**src/sv/ctcgd_pkg.sv**
```systemverilog
package ctcgd_pkg;

    localparam int PROB_W   = 16;
    localparam int CLASS_W  = 13;
    localparam int STEP_W   = 8;
    localparam int SCORE_W  = 24;
    localparam int COUNT_W  = 9;
    localparam int POS_W    = 9;
    localparam int NCLS_W   = 14;
    localparam int NSTEP_W  = 9;
    localparam int CFG_W    = 14;
    localparam int CFG_IDX_W = 1;

    localparam int MAX_CLASSES = 8192;
    localparam int MAX_STEPS   = 256;

    localparam logic [NCLS_W-1:0]  NUM_CLASSES_RST = NCLS_W'(6625);
    localparam logic [NSTEP_W-1:0] NUM_STEPS_RST   = NSTEP_W'(40);

    localparam logic [CFG_IDX_W-1:0] CFG_NUM_CLASSES = 1'b0;
    localparam logic [CFG_IDX_W-1:0] CFG_NUM_STEPS   = 1'b1;

    localparam logic KIND_SYMBOL  = 1'b0;
    localparam logic KIND_SUMMARY = 1'b1;

    localparam logic [SCORE_W-1:0] SCORE_MAX = {SCORE_W{1'b1}};
    localparam logic [COUNT_W-1:0] COUNT_MAX = {COUNT_W{1'b1}};
    localparam logic [POS_W-1:0]   POS_NONE  = {POS_W{1'b1}};

    localparam int QUEUE_DEPTH = 4;
    localparam int QPTR_W      = $clog2(QUEUE_DEPTH);
    localparam int QCNT_W      = $clog2(QUEUE_DEPTH + 1);

    localparam int OUT_DATA_W  = 80;

    typedef struct packed {
        logic                emit;
        logic                frame_end;
        logic [CLASS_W-1:0]  class_idx;
        logic [STEP_W-1:0]   step_idx;
        logic [PROB_W-1:0]   prob;
    } t_step_rec;

endpackage

```
**src/sv/ctcgd_front.sv**
```systemverilog
module ctcgd_front
    import ctcgd_pkg::*;
(
    input  logic                 i_clk,
    input  logic                 i_rst_n,
    input  logic                 i_cfg_wr_en,
    input  logic [CFG_IDX_W-1:0] i_cfg_index,
    input  logic [CFG_W-1:0]     i_cfg_data,
    input  logic                 i_valid,
    input  logic [PROB_W-1:0]    i_prob,
    output logic                 o_ready,
    input  logic                 i_queue_full,
    output logic                 o_push,
    output t_step_rec            o_rec
);

    logic [NCLS_W-1:0]  r_num_classes;
    logic [NSTEP_W-1:0] r_num_steps;
    logic [PROB_W-1:0]  r_best_prob;
    logic [CLASS_W-1:0] r_best_class;
    logic [CLASS_W-1:0] r_class_cnt;
    logic [STEP_W-1:0]  r_step_cnt;
    logic [CLASS_W-1:0] r_prev_winner;

    logic [NCLS_W-1:0]  eff_classes;
    logic [NSTEP_W-1:0] eff_steps;
    logic               accept;
    logic               take;
    logic [PROB_W-1:0]  n_best_prob;
    logic [CLASS_W-1:0] n_best_class;
    logic               step_end;
    logic               frame_end;
    logic               emit;

    always_comb begin
        if (r_num_classes < NCLS_W'(2)) begin
            eff_classes = NCLS_W'(2);
        end else if (r_num_classes > NCLS_W'(MAX_CLASSES)) begin
            eff_classes = NCLS_W'(MAX_CLASSES);
        end else begin
            eff_classes = r_num_classes;
        end
        if (r_num_steps < NSTEP_W'(1)) begin
            eff_steps = NSTEP_W'(1);
        end else if (r_num_steps > NSTEP_W'(MAX_STEPS)) begin
            eff_steps = NSTEP_W'(MAX_STEPS);
        end else begin
            eff_steps = r_num_steps;
        end
    end

    assign o_ready = !i_queue_full;
    assign accept  = i_valid && !i_queue_full;

    assign take         = (r_class_cnt == '0) || (i_prob > r_best_prob);
    assign n_best_prob  = take ? i_prob : r_best_prob;
    assign n_best_class = take ? r_class_cnt : r_best_class;
    assign step_end     = ({1'b0, r_class_cnt} + NCLS_W'(1)) >= eff_classes;
    assign frame_end    = ({1'b0, r_step_cnt} + NSTEP_W'(1)) >= eff_steps;
    assign emit         = (n_best_class != '0) && (n_best_class != r_prev_winner);

    assign o_push            = accept && step_end;
    assign o_rec.emit        = emit;
    assign o_rec.frame_end   = frame_end;
    assign o_rec.class_idx   = n_best_class;
    assign o_rec.step_idx    = r_step_cnt;
    assign o_rec.prob        = n_best_prob;

    always_ff @(posedge i_clk) begin
        if (!i_rst_n) begin
            r_num_classes <= NUM_CLASSES_RST;
            r_num_steps   <= NUM_STEPS_RST;
        end else if (i_cfg_wr_en) begin
            case (i_cfg_index)
                CFG_NUM_CLASSES: r_num_classes <= i_cfg_data;
                CFG_NUM_STEPS:   r_num_steps   <= i_cfg_data[NSTEP_W-1:0];
                default: ;
            endcase
        end
    end

    always_ff @(posedge i_clk) begin
        if (!i_rst_n) begin
            r_best_prob   <= '0;
            r_best_class  <= '0;
            r_class_cnt   <= '0;
            r_step_cnt    <= '0;
            r_prev_winner <= '0;
        end else if (accept) begin
            r_best_prob  <= n_best_prob;
            r_best_class <= n_best_class;
            if (!step_end) begin
                r_class_cnt <= r_class_cnt + CLASS_W'(1);
            end else begin
                r_class_cnt <= '0;
                if (frame_end) begin
                    r_step_cnt    <= '0;
                    r_prev_winner <= '0;
                end else begin
                    r_step_cnt    <= r_step_cnt + STEP_W'(1);
                    r_prev_winner <= n_best_class;
                end
            end
        end
    end

endmodule

```
**src/sv/ctcgd_queue.sv**
```systemverilog
module ctcgd_queue
    import ctcgd_pkg::*;
(
    input  logic      i_clk,
    input  logic      i_rst_n,
    input  logic      i_push,
    input  t_step_rec i_rec,
    output logic      o_full,
    input  logic      i_pop,
    output logic      o_nonempty,
    output t_step_rec o_rec
);

    t_step_rec         r_mem [QUEUE_DEPTH];
    logic [QPTR_W-1:0] r_wr_ptr;
    logic [QPTR_W-1:0] r_rd_ptr;
    logic [QCNT_W-1:0] r_count;

    logic do_pop;

    assign o_full     = (r_count == QCNT_W'(QUEUE_DEPTH));
    assign o_nonempty = (r_count != '0);
    assign o_rec      = r_mem[r_rd_ptr];
    assign do_pop     = i_pop && o_nonempty;

    always_ff @(posedge i_clk) begin
        if (i_push) begin
            r_mem[r_wr_ptr] <= i_rec;
        end
    end

    always_ff @(posedge i_clk) begin
        if (!i_rst_n) begin
            r_wr_ptr <= '0;
            r_rd_ptr <= '0;
            r_count  <= '0;
        end else begin
            if (i_push) begin
                r_wr_ptr <= r_wr_ptr + QPTR_W'(1);
            end
            if (do_pop) begin
                r_rd_ptr <= r_rd_ptr + QPTR_W'(1);
            end
            if (i_push && !do_pop) begin
                r_count <= r_count + QCNT_W'(1);
            end else if (!i_push && do_pop) begin
                r_count <= r_count - QCNT_W'(1);
            end
        end
    end

endmodule

```
**src/sv/ctcgd_back.sv**
```systemverilog
module ctcgd_back
    import ctcgd_pkg::*;
(
    input  logic                  i_clk,
    input  logic                  i_rst_n,
    input  logic                  i_nonempty,
    input  t_step_rec             i_rec,
    output logic                  o_pop,
    output logic                  o_valid,
    input  logic                  i_ready,
    output logic                  o_kind,
    output logic [CLASS_W-1:0]    o_class_index,
    output logic [STEP_W-1:0]     o_step_index,
    output logic [PROB_W-1:0]     o_symbol_prob,
    output logic [SCORE_W-1:0]    o_score_sum,
    output logic [COUNT_W-1:0]    o_symbol_count,
    output logic [POS_W-1:0]      o_last_pos,
    output logic                  o_frame_end
);

    logic               r_valid;
    logic               r_kind;
    logic [CLASS_W-1:0] r_class;
    logic [STEP_W-1:0]  r_step;
    logic [PROB_W-1:0]  r_prob;
    logic [SCORE_W-1:0] r_sum;
    logic [COUNT_W-1:0] r_cnt;
    logic [POS_W-1:0]   r_pos;
    logic               r_last;

    logic               r_sum_pend;
    logic [SCORE_W-1:0] r_acc;
    logic [COUNT_W-1:0] r_sym_cnt;
    logic [POS_W-1:0]   r_last_step;

    logic               can_load;
    logic               pop;
    logic [SCORE_W:0]   acc_sum;
    logic [SCORE_W-1:0] n_acc;
    logic [COUNT_W-1:0] n_sym_cnt;

    assign can_load = !r_valid || i_ready;
    assign pop = i_nonempty && !r_sum_pend
                 && (can_load || (!i_rec.emit && !i_rec.frame_end));
    assign o_pop = pop;

    assign acc_sum   = {1'b0, r_acc} + (SCORE_W+1)'(i_rec.prob);
    assign n_acc     = acc_sum[SCORE_W] ? SCORE_MAX : acc_sum[SCORE_W-1:0];
    assign n_sym_cnt = (r_sym_cnt == COUNT_MAX) ? r_sym_cnt : r_sym_cnt + COUNT_W'(1);

    always_ff @(posedge i_clk) begin
        if (!i_rst_n) begin
            r_valid     <= 1'b0;
            r_sum_pend  <= 1'b0;
            r_acc       <= '0;
            r_sym_cnt   <= '0;
            r_last_step <= POS_NONE;
        end else begin
            if (r_sum_pend && can_load) begin
                r_valid     <= 1'b1;
                r_kind      <= KIND_SUMMARY;
                r_class     <= '0;
                r_step      <= '0;
                r_prob      <= '0;
                r_sum       <= r_acc;
                r_cnt       <= r_sym_cnt;
                r_pos       <= r_last_step;
                r_last      <= 1'b1;
                r_sum_pend  <= 1'b0;
                r_acc       <= '0;
                r_sym_cnt   <= '0;
                r_last_step <= POS_NONE;
            end else if (pop && i_rec.emit) begin
                r_valid     <= 1'b1;
                r_kind      <= KIND_SYMBOL;
                r_class     <= i_rec.class_idx;
                r_step      <= i_rec.step_idx;
                r_prob      <= i_rec.prob;
                r_sum       <= '0;
                r_cnt       <= '0;
                r_pos       <= '0;
                r_last      <= 1'b0;
                r_acc       <= n_acc;
                r_sym_cnt   <= n_sym_cnt;
                r_last_step <= {1'b0, i_rec.step_idx};
                r_sum_pend  <= i_rec.frame_end;
            end else if (pop && i_rec.frame_end) begin
                r_valid     <= 1'b1;
                r_kind      <= KIND_SUMMARY;
                r_class     <= '0;
                r_step      <= '0;
                r_prob      <= '0;
                r_sum       <= r_acc;
                r_cnt       <= r_sym_cnt;
                r_pos       <= r_last_step;
                r_last      <= 1'b1;
                r_acc       <= '0;
                r_sym_cnt   <= '0;
                r_last_step <= POS_NONE;
            end else if (i_ready) begin
                r_valid <= 1'b0;
            end
        end
    end

    assign o_valid        = r_valid;
    assign o_kind         = r_kind;
    assign o_class_index  = r_class;
    assign o_step_index   = r_step;
    assign o_symbol_prob  = r_prob;
    assign o_score_sum    = r_sum;
    assign o_symbol_count = r_cnt;
    assign o_last_pos     = r_pos;
    assign o_frame_end    = r_last;

endmodule

```
**src/sv/ctc_greedy_decoder_unit.sv**
```systemverilog
// Greedy CTC decoder. Class probabilities enter on the slave stream, one item per
// cycle, class by class within a time step and step by step within a frame.
// The front tracks the per-step maximum and, at the last class of a step, pushes
// a step record into a four-entry queue. The back turns records into results:
// a symbol item (tuser 0) when the winner is neither blank nor a repeat, and a
// summary item (tuser 1, tlast 1) at the end of each frame.
// A symbol's step record passes through the queue and then the output register
// before tvalid rises; a frame summary follows the frame's final symbol. Input
// throughput is one item per cycle while the receiver keeps tready high, since
// each step record needs at most two output items and a step spans at least two
// input items. When the receiver stalls, the output register holds its item, the
// queue fills, and the slave tready drops once the queue is full.
// Configuration writes take effect at once and must be made only while the
// block is idle, which the block itself does not enforce. A synchronous reset
// clears all frame state and restores num_classes to 6625 and num_steps to 40;
// no result is pending after reset.
module ctc_greedy_decoder_unit
    import ctcgd_pkg::*;
(
    input  logic                  i_clk,
    input  logic                  i_rst_n,
    input  logic                  i_cfg_wr_en,
    input  logic [CFG_IDX_W-1:0]  i_cfg_index,
    input  logic [CFG_W-1:0]      i_cfg_data,
    input  logic                  i_s_axis_tvalid,
    output logic                  o_s_axis_tready,
    // probability[15:0]
    input  logic [PROB_W-1:0]     i_s_axis_tdata,
    output logic                  o_m_axis_tvalid,
    input  logic                  i_m_axis_tready,
    // class_index[12:0], step_index[20:13], symbol_prob[36:21], score_sum[60:37],
    // symbol_count[69:61], last_pos[78:70], zero[79]
    output logic [OUT_DATA_W-1:0] o_m_axis_tdata,
    // kind[0]
    output logic                  o_m_axis_tuser,
    output logic                  o_m_axis_tlast
);

    logic               queue_full;
    logic               push;
    t_step_rec          push_rec;
    logic               pop;
    logic               nonempty;
    t_step_rec          head_rec;
    logic [CLASS_W-1:0] class_index;
    logic [STEP_W-1:0]  step_index;
    logic [PROB_W-1:0]  symbol_prob;
    logic [SCORE_W-1:0] score_sum;
    logic [COUNT_W-1:0] symbol_count;
    logic [POS_W-1:0]   last_pos;

    ctcgd_front u_front (
        .i_clk        (i_clk),
        .i_rst_n      (i_rst_n),
        .i_cfg_wr_en  (i_cfg_wr_en),
        .i_cfg_index  (i_cfg_index),
        .i_cfg_data   (i_cfg_data),
        .i_valid      (i_s_axis_tvalid),
        .i_prob       (i_s_axis_tdata),
        .o_ready      (o_s_axis_tready),
        .i_queue_full (queue_full),
        .o_push       (push),
        .o_rec        (push_rec)
    );

    ctcgd_queue u_queue (
        .i_clk      (i_clk),
        .i_rst_n    (i_rst_n),
        .i_push     (push),
        .i_rec      (push_rec),
        .o_full     (queue_full),
        .i_pop      (pop),
        .o_nonempty (nonempty),
        .o_rec      (head_rec)
    );

    ctcgd_back u_back (
        .i_clk          (i_clk),
        .i_rst_n        (i_rst_n),
        .i_nonempty     (nonempty),
        .i_rec          (head_rec),
        .o_pop          (pop),
        .o_valid        (o_m_axis_tvalid),
        .i_ready        (i_m_axis_tready),
        .o_kind         (o_m_axis_tuser),
        .o_class_index  (class_index),
        .o_step_index   (step_index),
        .o_symbol_prob  (symbol_prob),
        .o_score_sum    (score_sum),
        .o_symbol_count (symbol_count),
        .o_last_pos     (last_pos),
        .o_frame_end    (o_m_axis_tlast)
    );

    assign o_m_axis_tdata = {1'b0, last_pos, symbol_count, score_sum, symbol_prob,
                             step_index, class_index};

endmodule
```
**config.mk**
```make
export PLATFORM = sky130hd
export DESIGN_NAME = ctc_greedy_decoder_unit
export DESIGN_NICKNAME = d
export VERILOG_FILES = /design/src/sv/ctcgd_pkg.sv /design/src/sv/ctcgd_front.sv /design/src/sv/ctcgd_queue.sv /design/src/sv/ctcgd_back.sv /design/src/sv/ctc_greedy_decoder_unit.sv
export SDC_FILE = /design/constraint.sdc
export NUM_CORES = 1
export LEC_CHECK = 0
export ABC_AREA = 1
export BUFFER_PORTS_ARGS = -buffer_cell sky130_fd_sc_hd__buf_4
export CORE_MARGIN = 2
export CORE_UTILIZATION = 25
export DETAILED_ROUTE_END_ITERATION = 10
export REMOVE_ABC_BUFFERS = 1
export SYNTH_ARGS = -nofsm -noshare
export SYNTH_HDL_FRONTEND = slang
export SYNTH_SLANG_ARGS = --single-unit
```
**constraint.sdc**
```tcl
create_clock -name i_clk -period 7.6 [get_ports i_clk]
set_input_delay 0 -clock i_clk [delete_from_list [all_inputs] [get_ports i_clk]]
set_output_delay 0 -clock i_clk [all_outputs]
set_load 0.02 [all_outputs]
```
# Word level (Yosys, flattened, before mapping)

Memory sizes are Yosys's and may differ from the RTL's. A register that Yosys moved wholly into a read port is not among the register bits.
Index checks and enable logic that the tools add are counted.

Register bits after elaboration: 217
Memory bits (writable): 156
Input port bits: 36
Output and inout port bits: 84
Word-level logic and storage cells: 125
Memories kept: 1

Memories:

| name          | words | bits a word | read ports | clocked after memory_dff | wr ports | RTL line          | text |
|---|---|---|---|---|---|---|---|
| u_queue.r_mem | 4     | 39          | 1          | 1                        | 1        | ctcgd_queue.sv:14 | `t_step_rec r_mem [QUEUE_DEPTH];` |

Add/sub/neg operators: 10
Magnitude comparators: 7
Equality and inequality tests: 4
Mux-type cells: 44
Bitwise logic cells: 2
Reductions and logical operators: 35

Operators by type and width:

| cell                    | number |
|---|---|
| $mux W24                | 6 |
| $mux W9                 | 13 |
| $mux W13                | 5 |
| $mux W16                | 3 |
| $mux W14                | 2 |
| $add A24 B16 Y25        | 1 |
| $mux W8                 | 3 |
| $gt A16 B16 Y1          | 1 |
| $add A13 B1 Y14 const B | 1 |
| $ge A14 B14 Y1          | 1 |
| $gt A14 B14 Y1 const B  | 1 |
| $lt A14 B2 Y1 const B   | 1 |
| $add A13 B1 Y13 const B | 1 |
| $logic_not A13 Y1       | 1 |
| $ne A13 B13 Y1          | 1 |
| $reduce_bool A13 Y1     | 1 |
| $logic_and A1 B1 Y1     | 12 |
| $reduce_and A2 Y1       | 5 |
| $add A8 B1 Y9 const B   | 1 |
| $add A9 B1 Y9 const B   | 1 |
| $eq A9 B9 Y1 const B    | 1 |
| $ge A9 B9 Y1            | 1 |
| $gt A9 B9 Y1 const B    | 1 |
| $lt A9 B1 Y1 const B    | 1 |
| other kinds (16)        | 37 |

# Depth between registers and ports, before layout

Word-level depth: 9
Gate-level depth with buffers: 24
Mapped depth without buffers: 24

# Hierarchy

From an unflattened synthesis, not the netlist that was laid out.

Cells, all modules: 2,020
Area, all modules: 17,839.6 um2

Modules (own cells, without submodules):

| module                  | instances | cells each | area an instance (um2) | sequential area each (um2) |
|---|---|---|---|---|
| ctcgd_queue             | 1         | 441        | 6,249.7                | 4,864.7 |
| ctcgd_back              | 1         | 766        | 6,231.0                | 3,283.1 |
| ctcgd_front             | 1         | 811        | 5,347.6                | 1,721.7 |
| ctc_greedy_decoder_unit | 1         | 2          | 11.3                   | 0.0 |

# Worst setup path before layout

OpenSTA, ideal clock, no wires.

Path type: register to register
From: register with a tool-made name
To: register u_back.r_class[0], in the netlist u_back.o_class_index[0] (enable)
Library setup time: 544 ps
Arrival time: 5,132 ps
Required time: 7,056 ps
Path slack: 1,923 ps
Stages on the path, launching flop included: 13
Path buffers: 2
Period minus slack after synthesis: 5,677 ps
Path through: dfxtp_1 -> buf_4 -> inv_2 -> nand2_1 -> nand3_2 -> nand2_4 -> nand2_4 -> nand2_2 -> nand2_4 -> clkinv_2 -> nand2_4 -> clkbuf_1 -> a21oi_1

RTL lines:

| item                 | RTL line         | text |
|---|---|---|
| end signal, assigned | ctcgd_back.sv:76 | `r_class <= i_rec.class_idx;` |
| end, declared        | ctcgd_back.sv:23 | `logic [CLASS_W-1:0] r_class;` |

# Worst setup path in the final report

From: register u_front.r_class_cnt[0]
To: register u_queue.r_count[2]

Cells in the longest elaborated chain, start to end: 6
Elaborated cells on any way between the ends: 8
Those cells by class: add/sub: 1; order compare: 1; mux: 1; reduce/logical: 5

Ends and longest elaborated chain:

| item                         | RTL line                      | text |
|---|---|---|
| start, declared              | ctcgd_front.sv:21             | `logic [CLASS_W-1:0] r_class_cnt;` |
| start signal, assigned       | ctcgd_front.sv:93             | `r_class_cnt <= r_class_cnt + CLASS_W'(1);` |
| $add A13 B1 Y14 *            | ctcgd_front.sv:58             | `assign step_end = ({1'b0, r_class_cnt} + NCLS_W'(1)) >= eff_classes;` |
| $ge A14 B14 Y1 *             | ctcgd_front.sv:58             |  |
| $logic_and A1 B1 Y1 *        | ctcgd_front.sv:62             | `assign o_push = accept && step_end;` |
| named net push               | ctc_greedy_decoder_unit.sv:40 | `logic push;` |
| $logic_not A1 Y1             | ctcgd_queue.sv:46             | `end else if (!i_push && do_pop) begin` |
| $logic_and A1 B1 Y1          | ctcgd_queue.sv:46             |  |
| $reduce_bool A2 Y1 (no line) | -                             |  |
| end signal, assigned         | ctcgd_queue.sv:45             | `r_count <= r_count + QCNT_W'(1);` |
| end signal, assigned         | ctcgd_queue.sv:47             | `r_count <= r_count - QCNT_W'(1);` |
| end, declared                | ctcgd_queue.sv:17             | `logic [QCNT_W-1:0] r_count;` |

The timed path passes the listed nets; every way through them passes the cells marked *.
A chain may end at the register's enable or synchronous reset.

==> run_results.csv <==
group,metric,value,unit
run_status,outcome,"completed",
drt,num_vias,13059,
final_layout,num-nets-final,2116,
drt,wl_per_cell,14.8,um
worst_setup_path,reg2reg_slack,3130,ps
hold_path,min-delay-start,"i_s_axis_tvalid",
worst_setup_path,path_buf_inv,2,
die,die_y,266,um
worst_setup_path,path_cells,"ha_1 > nand2_1 > nor2_1 > nand3_1 > nor2_1 > nand3_1 > nor3_1 > xor2_1 > ha_1 > nand2_1 > nor2_1 > nand2_1 > o211a_1 > nand3_1 > nand2_1 > inv_1 > ha_1 > inv_1 > fa_1 > a21oi_1 > o21ai_0 > o21ai_0 > a21oi_1",
drt,drtIter0Drc,920,
sta,post-route-period-util,0.589,
sta,worst_slew_pin_slew,1040,ps
hold_path,whs_path_depth,5,
drt,drtPass1Iterations,5,
drt,drc,0,
sta,relSlewSlack,0.304,
drt,viasPerCell,4.46,
worst_setup_path,timing.rr.start,"u_front.r_class_cnt[0]",
placed_design,numPortBuffers,118,
grt,grt_usage,0.120,
hold_path,min_to,"u_front.r_best_class[5]",
synthesis,yosysWarnings,0,
worst_setup_path,critPathKind,"reg -> reg",
worst_setup_path,rr_worst_depth,23,
clocking,htree_levels,2,
worst_setup_path,critPathMostFrequentCell,"nand2_1",
run,max_cap_viol_count,0,
sta,skew,27.8,ps
sta,slew_violations,0,
sta,rsz0062_at_grt,"false",
worst_setup_path,cp.required,8040,ps
die,pin_count,120,
worst_setup_path,cpPeakStageDelay,460,ps
clocking,clk_pin_slew,60,ps
worst_setup_path,slowest_stage,"dfxtp_1",
worst_setup_path,worstReg2RegEnd,"u_queue.r_count[2]",
grt,grt_max_degree,80,
synthesis,ys_ff_latch,375,
synthesis,synth_seq_area_share,0.576,
power,ir_worst_vdd,0.199,mV
power,finalPower,7.32,mW
power,p_per_area,351,nW/um^2
clocking,cts_resized,0,
die,start_util,0.251,
grt,grt_pass1_wl,67.2,mm
synthesis,syn_inst,1858,
die,core_area,68200,um^2
grt,grt_pass1_vias,12264,
sta,finalSetupTns,0,ps
clocking,cts_sinks,375,
worst_setup_path,worst-path-stages,23,
synthesis,ys_types,54,
sta,holdWs,180,ps
synthesis,syn_avg_cell_area,9.23,um^2
hold_path,hold_class,"in -> reg",
worst_setup_path,critPathLaunchType,"flop",
placed_design,place.gp.congestion,0.887,
sta,hold_viol,0,
synthesis,synth_edf_count,236,
clocking,cts_buffer_depth,3,
grt,gr-total-overflow,0,
die,rows,96,
final_layout,insertedDiodeCount,0,
sta,fin_crit,4470,ps
synthesis,synth_flop_cell,"edfxtp_1",
clocking,numCtsBuffers,42,
drt,final_antenna_net_count,0,
worst_setup_path,crit_arrival,4920,ps
placed_design,hpwlAfterDp,28.3,mm
clocking,clk_latency,580,ps
worst_setup_path,cp_top_family,"simple AND/OR/NAND/NOR gates",
clocking,cts_root_buf,"clkbuf_16",
sta,max_clock_freq,224,MHz
sta,setup_viol_count_final,0,
clocking,cts_tree,"done",
synthesis,async_reset_ff_frac,0,
final_layout,final_layout_size_suffix_gt1_frac,0.113,
worst_setup_path,path_max_fanout,10,
drt,routed_wl,43.4,mm
synthesis,syn_area,17100,um^2
die,die_area,70700,um^2
final_layout,areaGrowthSynthToFinish,21.7,%
grt,antenna_found_initial,0,
worst_setup_path,endpoint_kind,"flop",
power,p_leak,8.52,nW
die,die_w,266,um
[worst max-delay path by stage]
| stage | startpoint | to |
|---|---|---|
| 3_5_place_dp | u_front.r_class_cnt[0] | u_queue.r_count[2] |
| 2_1_floorplan | flop | u_back.o_class_index[0] |
| 4_1_cts | u_front.r_class_cnt[0] | u_queue.r_count[2] |
| 3_3_place_gp | u_front.r_class_cnt[0] | u_queue.r_count[2] |
| 5_1_grt | u_front.r_class_cnt[0] | u_queue.r_count[2] |
| 6_report | u_front.r_class_cnt[0] | u_queue.r_count[2] |
[cells in the mapped netlist, types with 2 or more instances]
master	instances	area, um^2
or2_2	3	18.8
nor2_4	2	22.5
clkbuf_1	53	199
a22oi_1	4	30.0
nand2_1	388	1460
nand2_2	4	25.0
clkinv_1	3	11.3
buf_1	7	26.3
nor3b_1	2	15.0
nand3b_1	2	15.0
o21ai_0	154	771
nand4_1	8	50.1
nor2_2	2	12.5
edfxtp_1	236	7090
nor3_1	16	80.1
nand3_1	81	405
dfxtp_1	139	2780
inv_2	4	15.0
ha_1	65	813
a21oi_1	157	786
inv_1	187	702
o21ai_1	3	15.0
o21bai_1	4	30.0
buf_2	6	30.0
a31oi_1	8	50.1
nor4_1	6	37.5
o211ai_1	8	60.1
xor2_1	24	210
nor2_1	214	803
o22ai_1	18	113
a21o_1	4	30.0
xnor2_1	5	43.8
nand3_2	2	20.0
a32o_1	8	80.1
fa_1	2	40.0
nand2_4	5	56.3
o21a_1	2	15.0
buf_4	6	45.0
[state kept, by name, indices dropped and copies added (netlist names), 13 cells and up, named ones only]
signal / count
u_back.o_class_index: 13
u_back.o_score_sum: 24
u_back.o_symbol_prob: 16
u_back.r_acc: 24
u_front.r_best_class: 13
u_front.r_best_prob: 16
u_front.r_class_cnt: 13
u_front.r_num_classes: 14
u_front.r_prev_winner: 13
u_queue.r_mem: 156
[cell type report]
cell class,count,area (um^2)
Sequential cell,375,9870
Tap cell,882,1100
Multi-Input combinational cell,1214,6270
Clock buffer,57,1170
Clock inverter,21,204
Timing Repair Buffer,184,1510
Fill cell,7132,47400
Inverter,196,739
[power by group]
| part | total (mW) | switching (mW) | internal, mW |
|---|---|---|---|
| clock | 2.03 | 0.843 | 1.18 |
| sequential | 2.72 | 0.154 | 2.56 |
| combinational | 2.58 | 1.78 | 0.800 |
| total | 7.32 | 2.78 | 4.55 |
[metrics by stage]
stage / instance area (um^2) / setup slack, ps / util / cells
floorplan: 16800 / 76.0 / - / 1785
global placement: 19000 / 3240 / 0.278 / 2798
detailed placement: 19000 / 3210 / 0.278 / 2798
CTS: 20900 / 3170 / 0.306 / 2929
global route: 20900 / 2720 / 0.306 / 2929
finish: 20900 / 3130 / 0.306 / 2929
[kinds of logic after synthesis]
group,after synthesis,synth area share
simple gates,740,0.179
fa+ha+maj,67,0.0498
other cells,1,0.000219
flops,375,0.576
buf+inv,269,0.0613
compound gates,377,0.119
xor+xnor,29,0.0148
[worst min-delay path, cell delays in order]
cell,delay (ps)
buf_4,120
nand2_2,50
buf_4,310
nand2_1,130
a21oi_1,60
[cells in the final DEF (no fill, tap or decap), drive strengths merged, types with 4 or more instances in the layout]
master | synthesis | layout
a21oi | 157 | 157
nand2 | 397 | 397
a32o | 8 | 8
nor3 | 17 | 17
inv | 192 | 194
a31oi | 8 | 8
ha | 65 | 65
nor2 | 218 | 218
nor4 | 6 | 6
o21bai | 4 | 4
o211ai | 8 | 8
xnor2 | 5 | 5
edfxtp | 236 | 236
nand3 | 83 | 83
o21ai | 158 | 158
nand4 | 9 | 9
dlygate4sd3 | 0 | 53
buf | 20 | 131
clkbuf | 53 | 57
a22oi | 4 | 4
clkinv | 4 | 19
dfxtp | 139 | 139
xor2 | 24 | 24
a21o | 4 | 4
o22ai | 18 | 18
[per-layer routing]
| metal | GRT usage | up-vias | wire length [um] |
|---|---|---|---|
| li1 | - | 6576 | - |
| met1 | 0.167 | 6114 | 20400 |
| met2 | 0.193 | 303 | 19700 |
| met3 | 0.0188 | 66 | 2340 |
| met4 | 0.0345 | 0 | 963 |
| met5 | 0 | - | 0 |
[timing repair]
item / CTS / global route
hold endpoints to repair: 117 / 0
hold buffers: 53 / 0
setup buffers: 0 / 0
Note: power is estimated with default switching activity, not from simulation.
